==> config.mk <==
export PLATFORM = sky130hd
export DESIGN_NAME = string_escape_decoder_top_flat
export DESIGN_NICKNAME = d
export VERILOG_FILES = /design/src/sv/sed_pkg.sv /design/src/sv/sed_in_if.sv /design/src/sv/sed_out_if.sv /design/src/sv/string_escape_decoder_top.sv /design/src/flat_wrapper.sv
export SDC_FILE = /design/constraint.sdc
export NUM_CORES = 1
export LEC_CHECK = 0
export BUFFER_PORTS_ARGS = -buffer_cell sky130_fd_sc_hd__buf_2
export CELL_PAD_IN_SITES_DETAIL_PLACEMENT = 0
export CELL_PAD_IN_SITES_GLOBAL_PLACEMENT = 1
export CORE_ASPECT_RATIO = 1.75
export CORE_MARGIN = 4
export CORE_UTILIZATION = 49
export CTS_BUF_LIST = sky130_fd_sc_hd__clkbuf_4
export DETAILED_ROUTE_END_ITERATION = 10
export MAX_ROUTING_LAYER = met4
export PLACE_DENSITY_LB_ADDON = 0.1
export SLEW_MARGIN = 20
export SYNTH_ARGS = -nofsm -noshare
export SYNTH_HDL_FRONTEND = slang
export SYNTH_SLANG_ARGS = --single-unit
==> constraint.sdc <==
create_clock -name clk -period 3.6 [get_ports clk]
set_input_delay 0 -clock clk [delete_from_list [all_inputs] [get_ports clk]]
set_output_delay 0 -clock clk [all_outputs]
set_load 0.02 [all_outputs]
==> src/sv/sed_pkg.sv <==
`timescale 1ns / 1ps
`default_nettype none
package sed_pkg;

  typedef enum logic [1:0] {
    KIND_DATA       = 2'd0,
    KIND_END        = 2'd1,
    KIND_NULL_OCTAL = 2'd2,
    KIND_BAD_ESCAPE = 2'd3
  } kind_t;

  typedef struct packed {
    logic [7:0] data;
    kind_t      kind;
    logic       last;
  } res_t;

  localparam logic [7:0] CH_N       = 8'd110;
  localparam logic [7:0] CH_R       = 8'd114;
  localparam logic [7:0] CH_T       = 8'd116;
  localparam logic [7:0] CH_BSLASH  = 8'd92;
  localparam logic [7:0] CH_QUOTE   = 8'd34;
  localparam logic [7:0] CH_APOS    = 8'd39;
  localparam logic [7:0] BYTE_LF    = 8'd10;
  localparam logic [7:0] BYTE_CR    = 8'd13;
  localparam logic [7:0] BYTE_TAB   = 8'd9;
  localparam logic [7:0] CH_BELOW_0 = 8'd47;
  localparam logic [7:0] CH_ABOVE_9 = 8'd58;

  localparam int unsigned RES_SLOTS = 3;

  function automatic res_t mk_res(logic [7:0] data, kind_t kind, logic last);
    res_t r;
    r.data = data;
    r.kind = kind;
    r.last = last;
    return r;
  endfunction

endpackage
`default_nettype wire

==> src/sv/sed_in_if.sv <==
`timescale 1ns / 1ps
`default_nettype none
interface sed_in_if;
  logic       valid;
  logic       ready;
  logic [7:0] in_byte;
  logic       in_last;

  modport source (output valid, output in_byte, output in_last, input ready);
  modport sink   (input valid, input in_byte, input in_last, output ready);
endinterface
`default_nettype wire

==> src/sv/sed_out_if.sv <==
`timescale 1ns / 1ps
`default_nettype none
interface sed_out_if;
  logic       valid;
  logic       ready;
  logic [7:0] out_byte;
  logic [1:0] kind;
  logic       out_last;

  modport source (output valid, output out_byte, output kind, output out_last,
                  input ready);
  modport sink   (input valid, input out_byte, input kind, input out_last,
                  output ready);
endinterface
`default_nettype wire

==> src/sv/string_escape_decoder_top.sv <==
// An accepted input word is registered in the input register; its results are
// then loaded into the result slots. Throughput: one input word per cycle while
// each word yields at most one result and out_ch.ready is high; a word yielding
// more holds the input register while the three-slot shifter drains one per ready cycle.
// Reset: synchronous, active-low rst_n clears valids and all escape state.
`timescale 1ns / 1ps
`default_nettype none
module string_escape_decoder_top
  import sed_pkg::*;
(
  input  wire        clk,
  input  wire        rst_n,
  sed_in_if.sink     in_ch,
  sed_out_if.source  out_ch
);

  logic       in_vld_r;
  logic [7:0] byte_r;
  logic       last_r;

  logic       esc_r, esc_nxt;
  logic [1:0] dc_r, dc_nxt;
  logic [8:0] acc_r, acc_nxt;
  logic       stop_r, stop_nxt;
  logic       err_r, err_nxt;

  res_t       slot_r [RES_SLOTS];
  logic [1:0] cnt_r;

  res_t       rs [4];
  logic [1:0] n;

  logic       pop;
  logic       advance;
  logic       dig;

  assign pop     = (cnt_r != 2'd0) && out_ch.ready;
  assign advance = in_vld_r && ((cnt_r == 2'd0) || ((cnt_r == 2'd1) && out_ch.ready));
  assign in_ch.ready = !in_vld_r || advance;

  assign out_ch.valid    = (cnt_r != 2'd0);
  assign out_ch.out_byte = slot_r[0].data;
  assign out_ch.kind     = slot_r[0].kind;
  assign out_ch.out_last = slot_r[0].last;

  assign dig = (byte_r > CH_BELOW_0) && (byte_r < CH_ABOVE_9);

  always_comb begin
    esc_nxt  = esc_r;
    dc_nxt   = dc_r;
    acc_nxt  = acc_r;
    stop_nxt = stop_r;
    err_nxt  = err_r;
    n        = 2'd0;
    for (int i = 0; i < 4; i++) begin
      rs[i] = '0;
    end

    if (!err_nxt) begin
      if (!esc_nxt) begin
        if (byte_r == CH_BSLASH) begin
          esc_nxt = 1'b1;
        end else begin
          rs[n] = mk_res(byte_r, KIND_DATA, 1'b0);
          n = n + 2'd1;
        end
      end else if (dc_nxt != 2'd0) begin
        if (dig) begin
          if (!stop_nxt) begin
            if (!byte_r[3]) acc_nxt = {acc_nxt[5:0], byte_r[2:0]};
            else            stop_nxt = 1'b1;
          end
          dc_nxt = dc_nxt + 2'd1;
          if (dc_nxt == 2'd3) begin
            if (acc_nxt == 9'd0) begin
              rs[n] = mk_res(8'd0, KIND_NULL_OCTAL, 1'b0);
              err_nxt = 1'b1;
            end else begin
              rs[n] = mk_res(acc_nxt[7:0], KIND_DATA, 1'b0);
            end
            n = n + 2'd1;
            esc_nxt  = 1'b0;
            dc_nxt   = 2'd0;
            acc_nxt  = 9'd0;
            stop_nxt = 1'b0;
          end
        end else begin
          if (acc_nxt == 9'd0) begin
            rs[n] = mk_res(8'd0, KIND_NULL_OCTAL, 1'b0);
            err_nxt = 1'b1;
          end else begin
            rs[n] = mk_res(acc_nxt[7:0], KIND_DATA, 1'b0);
          end
          n = n + 2'd1;
          esc_nxt  = 1'b0;
          dc_nxt   = 2'd0;
          acc_nxt  = 9'd0;
          stop_nxt = 1'b0;
          if (!err_nxt) begin
            if (byte_r == CH_BSLASH) begin
              esc_nxt = 1'b1;
            end else begin
              rs[n] = mk_res(byte_r, KIND_DATA, 1'b0);
              n = n + 2'd1;
            end
          end
        end
      end else if (dig) begin
        if (!stop_nxt) begin
          if (!byte_r[3]) acc_nxt = {acc_nxt[5:0], byte_r[2:0]};
          else            stop_nxt = 1'b1;
        end
        dc_nxt = 2'd1;
      end else begin
        unique case (byte_r)
          CH_N: begin
            rs[n] = mk_res(BYTE_LF, KIND_DATA, 1'b0);
            n = n + 2'd1;
          end
          CH_R: begin
            rs[n] = mk_res(BYTE_CR, KIND_DATA, 1'b0);
            n = n + 2'd1;
          end
          CH_T: begin
            rs[n] = mk_res(BYTE_TAB, KIND_DATA, 1'b0);
            n = n + 2'd1;
          end
          CH_QUOTE, CH_BSLASH: begin
            rs[n] = mk_res(CH_BSLASH, KIND_DATA, 1'b0);
            n = n + 2'd1;
            rs[n] = mk_res(byte_r, KIND_DATA, 1'b0);
            n = n + 2'd1;
          end
          CH_APOS: begin
            rs[n] = mk_res(CH_APOS, KIND_DATA, 1'b0);
            n = n + 2'd1;
          end
          default: begin
            rs[n] = mk_res(8'd0, KIND_BAD_ESCAPE, 1'b0);
            n = n + 2'd1;
            err_nxt = 1'b1;
          end
        endcase
        esc_nxt  = 1'b0;
        dc_nxt   = 2'd0;
        acc_nxt  = 9'd0;
        stop_nxt = 1'b0;
      end
    end

    if (last_r) begin
      // short octal still open at end of string
      if (!err_nxt && esc_nxt && (dc_nxt != 2'd0)) begin
        if (acc_nxt == 9'd0) begin
          rs[n] = mk_res(8'd0, KIND_NULL_OCTAL, 1'b0);
        end else begin
          rs[n] = mk_res(acc_nxt[7:0], KIND_DATA, 1'b0);
        end
        n = n + 2'd1;
      end
      rs[n] = mk_res(8'd0, KIND_END, 1'b1);
      n = n + 2'd1;
      esc_nxt  = 1'b0;
      dc_nxt   = 2'd0;
      acc_nxt  = 9'd0;
      stop_nxt = 1'b0;
      err_nxt  = 1'b0;
    end
  end

  always_ff @(posedge clk) begin
    if (!rst_n) begin
      in_vld_r <= 1'b0;
    end else if (in_ch.ready) begin
      in_vld_r <= in_ch.valid;
    end
  end

  always_ff @(posedge clk) begin
    if (in_ch.ready && in_ch.valid) begin
      byte_r <= in_ch.in_byte;
      last_r <= in_ch.in_last;
    end
  end

  always_ff @(posedge clk) begin
    if (!rst_n) begin
      esc_r  <= 1'b0;
      dc_r   <= 2'd0;
      acc_r  <= 9'd0;
      stop_r <= 1'b0;
      err_r  <= 1'b0;
    end else if (advance) begin
      esc_r  <= esc_nxt;
      dc_r   <= dc_nxt;
      acc_r  <= acc_nxt;
      stop_r <= stop_nxt;
      err_r  <= err_nxt;
    end
  end

  always_ff @(posedge clk) begin
    if (!rst_n) begin
      cnt_r <= 2'd0;
    end else if (advance) begin
      cnt_r <= n;
    end else if (pop) begin
      cnt_r <= cnt_r - 2'd1;
    end
  end

  always_ff @(posedge clk) begin
    if (advance) begin
      for (int i = 0; i < RES_SLOTS; i++) begin
        slot_r[i] <= rs[i];
      end
    end else if (pop) begin
      for (int i = 0; i < RES_SLOTS - 1; i++) begin
        slot_r[i] <= slot_r[i + 1];
      end
    end
  end

endmodule
`default_nettype wire

==> src/flat_wrapper.sv <==
// flat-port wrapper written by rule: the top's interface ports become plain ports
module string_escape_decoder_top_flat import sed_pkg::*;
  (clk, rst_n, in_ch_valid, in_ch_in_byte, in_ch_in_last, in_ch_ready, out_ch_valid, out_ch_out_byte, out_ch_kind, out_ch_out_last, out_ch_ready);
  sed_in_if in_ch_i ();
  sed_out_if out_ch_i ();
  input  wire clk;
  input  wire rst_n;
  input wire logic [$bits(in_ch_i.valid)-1:0] in_ch_valid;
  input wire logic [$bits(in_ch_i.in_byte)-1:0] in_ch_in_byte;
  input wire logic [$bits(in_ch_i.in_last)-1:0] in_ch_in_last;
  output wire logic [$bits(in_ch_i.ready)-1:0] in_ch_ready;
  output wire logic [$bits(out_ch_i.valid)-1:0] out_ch_valid;
  output wire logic [$bits(out_ch_i.out_byte)-1:0] out_ch_out_byte;
  output wire logic [$bits(out_ch_i.kind)-1:0] out_ch_kind;
  output wire logic [$bits(out_ch_i.out_last)-1:0] out_ch_out_last;
  input wire logic [$bits(out_ch_i.ready)-1:0] out_ch_ready;
  assign in_ch_i.valid = in_ch_valid;
  assign in_ch_i.in_byte = in_ch_in_byte;
  assign in_ch_i.in_last = in_ch_in_last;
  assign in_ch_ready = in_ch_i.ready;
  assign out_ch_valid = out_ch_i.valid;
  assign out_ch_out_byte = out_ch_i.out_byte;
  assign out_ch_kind = out_ch_i.kind;
  assign out_ch_out_last = out_ch_i.out_last;
  assign out_ch_i.ready = out_ch_ready;
  string_escape_decoder_top u_core (.clk(clk), .rst_n(rst_n), .in_ch(in_ch_i), .out_ch(out_ch_i));
endmodule
======== Word-level counts from Yosys, hierarchy flattened ========
Memory sizes are Yosys's and may differ from the RTL's.
Index checks and enable logic that the tools add are counted.
word-level totals
  bits in registers ....................... 26
  output and inout port bits .............. 13
  bits in writable memories ............... 33
  memories kept ........................... 1
operators by class
  muxes and demuxes ....................... 97
  add/sub/neg operators ................... 4
  reductions and logical operators ........ 25
  bitwise gates (word level) .............. 10
  eq/ne operators ......................... 9
  $lt $le $gt $ge ......................... 6
memories
  name           depth  width  rd ports  clocked after memory_dff  wr ports  RTL line                         RTL
  u_core.slot_r  3      11     3         0                         3         string_escape_decoder_top.sv:27  res_t slot_r [RES_SLOTS];
operators with widths
  cell                                                                              number
  44-bit 2-to-1 mux                                                                 4
  11-bit 2-to-1 mux                                                                 14
  9-bit 2-to-1 mux                                                                  13
  10-bit one-hot mux with 5 select lines                                            1
  44-bit bitwise mux                                                                1
  11-bit demux with 2-bit select                                                    2
  22-bit 2-to-1 mux                                                                 2
  40-bit bitwise AND                                                                1
  1-bit 2-to-1 mux                                                                  40
  40-bit inverter                                                                   1
  2-bit 2-to-1 mux                                                                  19
  36-bit bitwise AND                                                                1
  36-bit inverter                                                                   1
  8-bit by 7-bit == test with 1-bit output (second input constant)                  4
  9-bit zero test                                                                   3
  21-bit 2-to-1 mux                                                                 1
  8-bit by 6-bit == test with 1-bit output (second input constant)                  2
  2-bit nonzero test                                                                5
  1-bit logical AND                                                                 9
  8-bit by 6-bit greater-than comparator with 1-bit output (second input constant)  1
  8-bit by 6-bit < comparator with 1-bit output (second input constant)             1
  8-bit OR                                                                          1
  2-bit by 1-bit adder with 2-bit output (second input constant)                    3
  3-bit >= comparator (second input constant)                                       2
  14 further kinds                                                                  19

======== Depth between registers and ports, before layout ========
Gate-level depths: netlist (run 1).
  word-level depth ........................ 27
  mapped depth ............................ 15
  gate-level depth less buffers ........... 13

======== Worst setup path after synthesis (run 1) ========
OpenSTA, ideal clock, no wires.
  path kind ............................... register -> register
  from .................................... register u_core.byte_r[7]
  to ...................................... memory u_core.slot_r[0][3] in the netlist's numbering (data pin)
  setup time .............................. 0.263 ns
  cell stages (with the launch flop) ...... 12
  clock period less this slack ............ 3.032 ns
  path buffers ............................ 0
  setup slack ............................. 0.568 ns
  arrival ................................. 2.770 ns
  path through ............................ edfxtp_1 or3b_1 nor4_2 nor2_1 a211oi_2 ha_1 a21oi_1 ha_1 nor2_1 nand4_1 a2bb2oi_1 o21ai_0
RTL lines
  what                    RTL line                          RTL
  start, declared         string_escape_decoder_top.sv:18   logic [7:0] byte_r;
  start signal, assigned  string_escape_decoder_top.sv:181  byte_r <= in_ch.in_byte;
  end, declared           string_escape_decoder_top.sv:27

==> results.py, run 1 <==
metrics = {
    "worst_setup_path": {
        "critPathMaxStageDelay_ps": 510,
        "crit_arrival_ps": 3520,
        "path_cells": "or3b_1 -> nor4_4 -> o21ai_0 -> nand2_1 -> nand2_1 -> ha_1 -> a21oi_1 -> buf_4 -> ha_1 -> nor2_1 -> nand4_1 -> a2bb2oi_1 -> o21ai_0",
        "path_class": "register to register",
        "end_kind": "register",
        "cp_slowest_cell": "edfxtp_1",
        "worstPathMaxFanout": 8,
        "regToRegSetupSlack_ps": 240,
        "cp-start-kind": "register",
        "crit_required_ps": 3770,
    },
    "place": {
        "portBuffers": 25,
        "place_congestion": 1.004,
        "dp.final_hpwl_mm": 8.351,
    },
    "clock_tree": {
        "path_clk_slew_ps": 110,
        "post_cts_buffers": 0,
        "ctsHtreeMaxLevel": 3,
        "cts-root-buf": "clkbuf_4",
        "cts_buffers": 9,
        "cts_sinks": 57,
        "clk_path_buf_depth": 2,
        "cts_tree": "yes",
        "clk_latency_ps": 430,
    },
    "hold_path": {
        "hold_path.class": "primary input to register",
    },
    "power": {
        "ir_worst_vdd_uv": 321.6,
        "p_leak_nw": 1.477,
        "power_density_nw_per_um2": 431.8,
    },
    "sta": {
        "max_freq_mhz": 297.8,
        "hold_violations": 0,
        "worst_slew_pin_slew_ps": 698.5,
        "fin_crit_sh": 0.9327,
        "setup_viol": 0,
        "finalMaxSlewViolations": 0,
        "period_minus_slack_ps": 3358,
        "rsz0062_at_grt": "no",
        "relSlewSlack": 0.5312,
        "finClkSkew_ps": 17.69,
        "setup_tns_ps": 0,
    },
    "synth": {
        "yosysSeqAreaShare": 0.4427,
        "yosys_warnings": 0,
        "synth_edf_count": 40,
        "synth_nets": 389,
        "avgSynthCellArea_um2": 9.462,
        "ys_ff_latch": 57,
        "synthDistinctLibCells": 66,
        "ys_async_sr_fraction": 0,
        "syn_area_um2": 3482,
        "syn_inst": 368,
        "synthFlopType": "edfxtp_1",
    },
    "global_routing": {
        "grtUsageMet1": 0.3267,
        "grt_busiest_layer": "met2",
        "grt_max_degree": 28,
        "grt_pass1_wl_mm": 17.46,
        "use_met3": 0.04778,
        "gr-total-overflow": 0,
        "antenna_found_initial": 0,
        "grt_use_total": 0.2833,
        "grt_pass1_vias": 3023,
        "grt_util_met2": 0.4528,
    },
    "floorplanning": {
        "die_w_um": 71.73,
        "die_area_um2": 8572,
        "die_h_um": 119.5,
        "ioPinCount": 26,
        "fp-row-count": 40,
        "core_area_um2": 6907,
        "start_util": 0.5042,
    },
    "drt": {
        "vias": 3153,
        "drc": 0,
        "drtIter0Drc": 406,
        "wl_per_cell_um": 22.56,
        "first_pass_iters": 6,
        "drt_wl_total_mm": 11.28,
        "viasPerCell": 6.306,
        "ant_nets": 0,
    },
    "outcome": {
        "status": "finished clean",
    },
    "cells_and_area": {
        "synthToLayoutAreaGrowth_pct": 15.34,
        "final_nets": 432,
        "fin_util": 0.5815,
        "antenna-diode-count": 0,
        "n_fill_cell": 645,
        "layout-drive-gt1-share": 0.1947,
    },
    "flow_run": {
        "maxCapViolations": 0,
    },
}
[per-layer routing]
metal  routed length [um]  vias to the layer above
met5                    0                        -
met4                  798                        0
met3                  683                       50
met2                 5624                      167
met1                 4172                     1469
li1                     -                     1467
[worst max-delay path: cells and delay by family, from the launching register on]
family                   cells  cell delay, ps
AO/OA/AOI/OAI                4             690
adder cells (fa/ha/maj)      2             440
buffers and inverters        1             150
flip-flops                   1             510
AND/OR/NAND/NOR              6            1320
[registers in the layout (all words and copies together) (netlist names)]
signal and count:
u_core.slot_r 31, u_core.acc_r 9, u_core.byte_r 8, u_core.cnt_r 2
u_core.dc_r 2, u_core.err_r 1, u_core.esc_r 1, u_core.in_vld_r 1
u_core.last_r 1, u_core.stop_r 1
[through the flow]
stage	hold slack, ps	area (um^2)	cells	total power, W	setup slack, ps
after floorplan	98.87	3482	368	0.001088	567.6
after global placement	177.3	3726	472	0.001178	235.0
after detailed placement	178.8	3726	472	0.001183	198.6
after CTS	264.1	4008	500	0.001739	190.5
after global routing	292.1	4016	500	0.001809	35.01
final	286.4	4016	500	0.001734	242.1
[report_power, final]
part / switching [W] / total (W) / internal, W / leakage [nW]
Combinational: 0.000231 / 0.000346 / 0.000115 / 0.856
Clock: 0.000257 / 0.000554 / 0.000297 / 0.0912
Sequential: 0.0000345 / 0.000834 / 0.000800 / 0.530
[cells in the final DEF, fill, tap and decap left out, types with 4 or more instances in the layout]
cell type       n
o221ai_1        4
a31oi_1         5
buf_4          25
nor2_1         24
inv_1          13
a2bb2oi_1       6
and2_1         13
a21oi_1        15
a22oi_1        14
nand3_1         9
buf_2          25
edfxtp_1       40
dfxtp_1        17
o21ai_0        23
nand4_1         5
o21ai_1         9
clkbuf_4       11
dlygate4sd3_1  12
or3_1           5
nand2_1        42
nor3_1          5
nor2b_1         9
ha_1            8
nand2b_1        7
a32oi_1         6
[synth_stat cells, types with 6 or more instances]
cell,instances,area share
a21oi_1,15,0.022
a22oi_1,14,0.030
o21ai_1,9,0.013
dfxtp_1,17,0.098
inv_1,13,0.014
nand2_1,42,0.045
ha_1,8,0.029
clkbuf_1,11,0.012
nand2b_1,7,0.013
o21ai_0,23,0.033
a2bb2oi_1,6,0.015
nor2b_1,9,0.016
and2_1,13,0.023
a32oi_1,6,0.015
buf_4,10,0.022
nor2_1,24,0.026
edfxtp_1,40,0.34
nand3_1,9,0.013
buf_2,7,0.010
[cell type report]
type                            count  area, um^2  share of cell area
Inverter                           14       52.55             0.01308
Multi-Input combinational cell    267        1723              0.4290
Sequential cell                    57        1541              0.3838
Clock inverter                      5       78.83             0.01963
Clock buffer                       11       82.58             0.02056
Tap cell                           84       105.1             0.02617
Timing Repair Buffer               62       432.9              0.1078
[worst paths after layout]
check / end / cells past startpoint / from
worst max-delay path: u_core.slot_r[0][5]$_DFFE_PP_ / 13 / u_core.byte_r[7]$_DFFE_PP_
worst min-delay path: u_core.byte_r[2]$_DFFE_PP_ / 2 / in_ch_in_byte[2]
worst max register to register: u_core.slot_r[0][5]$_DFFE_PP_ / 13 / u_core.byte_r[7]$_DFFE_PP_
worst min register to register: u_core.acc_r[8]$_SDFFE_PN0P_ / 2 / u_core.acc_r[8]$_SDFFE_PN0P_
[cells by family (layout without fill, tap and decap cells)]
logic type,Yosys count,after routing,synth area share
xor+xnor,1,1,0.002516
simple gates,143,143,0.2274
mux,3,3,0.008983
buf+inv,44,92,0.06504
fa+ha+maj,8,8,0.02875
compound gates,112,112,0.2246
flops,57,57,0.4427
[repair_timing]
item                                    in CTS  in global routing
gates resized for setup                      0                  1
hold endpoints to repair                    25                  0
hold buffers                                12                  0
endpoints found under the setup margin       0                  6
(Power assumes the default switching activity.)
==> run 2: changes to the inputs <==
Settings changed: CELL_PAD_IN_SITES_DETAIL_PLACEMENT 0 to 1.
==> run 2 against run 1 <==
Die area unchanged. Global-route usage increased by 3.0 points. Setup slack got worse by 31 ps. Largest power group unchanged. Total power decreased by 3.6%. Clock power decreased by 13%. Clock skew decreased by 3.5 ps. Critical path depth increased by 1. Final area decreased by 0.37%. Sequential cell count unchanged. Sequential share of layout area increased by 0.14 points.
==> results.py, run 2 (synthesis results as in run 1) <==
metrics = {
    "worst_setup_path": {
        "crit_arrival_ps": 3550,
        "worstPathMaxFanout": 8,
        "critPathTopFamily": "simple AND/OR/NAND/NOR gates",
        "cp.buffers_inverters": 2,
        "path_class": "register to register",
        "cp-start-kind": "register",
        "path_cells": "or3b_1 -> nor4_4 -> o21ai_0 -> nand2_1 -> nand2_1 -> ha_1 -> a21oi_1 -> buf_4 -> ha_1 -> nor2_1 -> nand4_1 -> buf_4 -> a2bb2oi_1 -> o21ai_0",
        "crit_cells": 14,
        "cp_slowest_cell": "edfxtp_1",
        "worstSetupStartpoint": "u_core.byte_r[7]$_DFFE_PP_",
        "reg2regPathDepth": 14,
        "crit_required_ps": 3760,
        "worstReg2RegStart": "u_core.byte_r[7]$_DFFE_PP_",
        "end_kind": "register",
        "critPathMaxStageDelay_ps": 510,
    },
    "clock_tree": {
        "ctsHtreeMaxLevel": 3,
        "clk_path_buf_depth": 2,
        "cts_buffers": 9,
        "clk_latency_ps": 420,
        "cts_sinks": 57,
        "cts_tree": "yes",
        "cts-root-buf": "clkbuf_4",
        "path_clk_slew_ps": 100,
    },
    "global_routing": {
        "grt_pass1_wl_mm": 19.23,
        "grt_pass1_vias": 3326,
        "grt_use_total": 0.3131,
        "antenna_found_initial": 0,
        "gr-total-overflow": 0,
        "grt_max_degree": 28,
    },
    "sta": {
        "setup_tns_ps": 0,
        "finalMaxSlewViolations": 0,
        "period_minus_slack_ps": 3389,
        "worst_slew_pin_slew_ps": 768.4,
        "hold_slack_ps": 291.3,
        "hold_violations": 0,
        "fin_crit_sh": 0.9414,
        "relSlewSlack": 0.4877,
        "setup_viol": 0,
        "finClkSkew_ps": 14.18,
        "rsz0062_at_grt": "no",
        "max_freq_mhz": 295.1,
    },
    "floorplanning": {
        "die_area_um2": 8572,
        "fp-row-count": 40,
        "die_h_um": 119.5,
        "start_util": 0.5042,
        "core_area_um2": 6907,
        "ioPinCount": 26,
        "die_w_um": 71.73,
    },
    "cells_and_area": {
        "fin_area_um2": 4001,
        "antenna-diode-count": 0,
        "largest_registers": "u_core.slot_r x31, u_core.acc_r x9, u_core.byte_r x8",
        "n_fill_cell": 815,
        "top_register": "u_core.slot_r",
        "layout-drive-gt1-share": 0.1966,
        "largest_register_ffs": 31,
        "synthToLayoutAreaGrowth_pct": 14.91,
        "layout.cells.non_filler": 501,
        "final_nets": 433,
        "final_common_cell": "nand2_1",
        "final_cell_mix": "nand2_1, edfxtp_1, buf_4",
    },
    "drt": {
        "drc": 0,
        "viasPerCell": 6.447,
        "vias": 3230,
        "wl_per_cell_um": 24.74,
        "drtIter0Drc": 337,
        "ant_nets": 0,
        "drt_wl_total_mm": 12.39,
        "first_pass_iters": 5,
    },
    "power": {
        "p_leak_nw": 1.467,
        "power_w": 0.001672,
        "power_density_nw_per_um2": 418.0,
        "ir_worst_vdd_uv": 296.6,
    },
    "place": {
        "postPlaceCellArea_um2": 3726,
        "portBuffers": 25,
        "dp.final_hpwl_mm": 8.968,
        "place_congestion": 1.004,
        "place_inst": 472,
    },
    "outcome": {
        "status": "finished clean",
    },
    "hold_path": {
        "hold_path.class": "primary input to register",
        "min_from": "in_ch_in_byte[3]",
        "hold_path_depth": 2,
    },
    "flow_run": {
        "maxCapViolations": 0,
    },
}
run 2: cell type report:
| type | instances | area, um^2 | area share |
|---|---|---|---|
| timing repair buffer | 63 | 440.4 | 0.1101 |
| clock buffer | 11 | 82.58 | 0.02064 |
| clock inverter | 5 | 56.30 | 0.01407 |
| multi-input combinational | 267 | 1723 | 0.4306 |
| tap | 84 | 105.1 | 0.02627 |
| sequential | 57 | 1541 | 0.3852 |
| inverter | 14 | 52.55 | 0.01313 |
run 2: what timing repair did:
| action | 4_1_cts | 5_1_grt |
|---|---|---|
| hold endpoints to repair | 24 | 0 |
| hold buffers | 12 | 0 |
| setup buffers | 0 | 1 |
| resized for setup | 0 | 1 |
| setup endpoints to repair | 0 | 9 |
run 2: layer usage:
metal | track usage | up-vias | wire (um)
met5 | - | - | 0
met4 | 0.2153 | 0 | 1020
met3 | 0.05868 | 63 | 542
met2 | 0.5006 | 133 | 6204
met1 | 0.3462 | 1571 | 4625
li1 | - | 1463 | -
run 2: final timing paths:
path	to	slack [ps]
max	u_core.slot_r[0][5]$_DFFE_PP_	210
min	u_core.byte_r[3]$_DFFE_PP_	290
max reg2reg	u_core.slot_r[0][5]$_DFFE_PP_	210
min reg2reg	u_core.acc_r[8]$_SDFFE_PN0P_	540
run 2: report_power, final:
| group | leakage [nW] | internal, W | switching [W] |
|---|---|---|---|
| clock | 0.0768 | 0.000226 | 0.000258 |
| combinational | 0.860 | 0.000115 | 0.000237 |
| sequential | 0.530 | 0.000800 | 0.0000368 |
| total | 1.47 | 0.00114 | 0.000532 |
run 2: per-stage QoR:
stage	setup slack [ps]	utilization
floorplan	567.6	-
global route	23.77	0.5793
global placement	235.0	0.5395
detailed placement	203.6	0.5395
finish	211.0	0.5793
CTS	169.0	0.5770
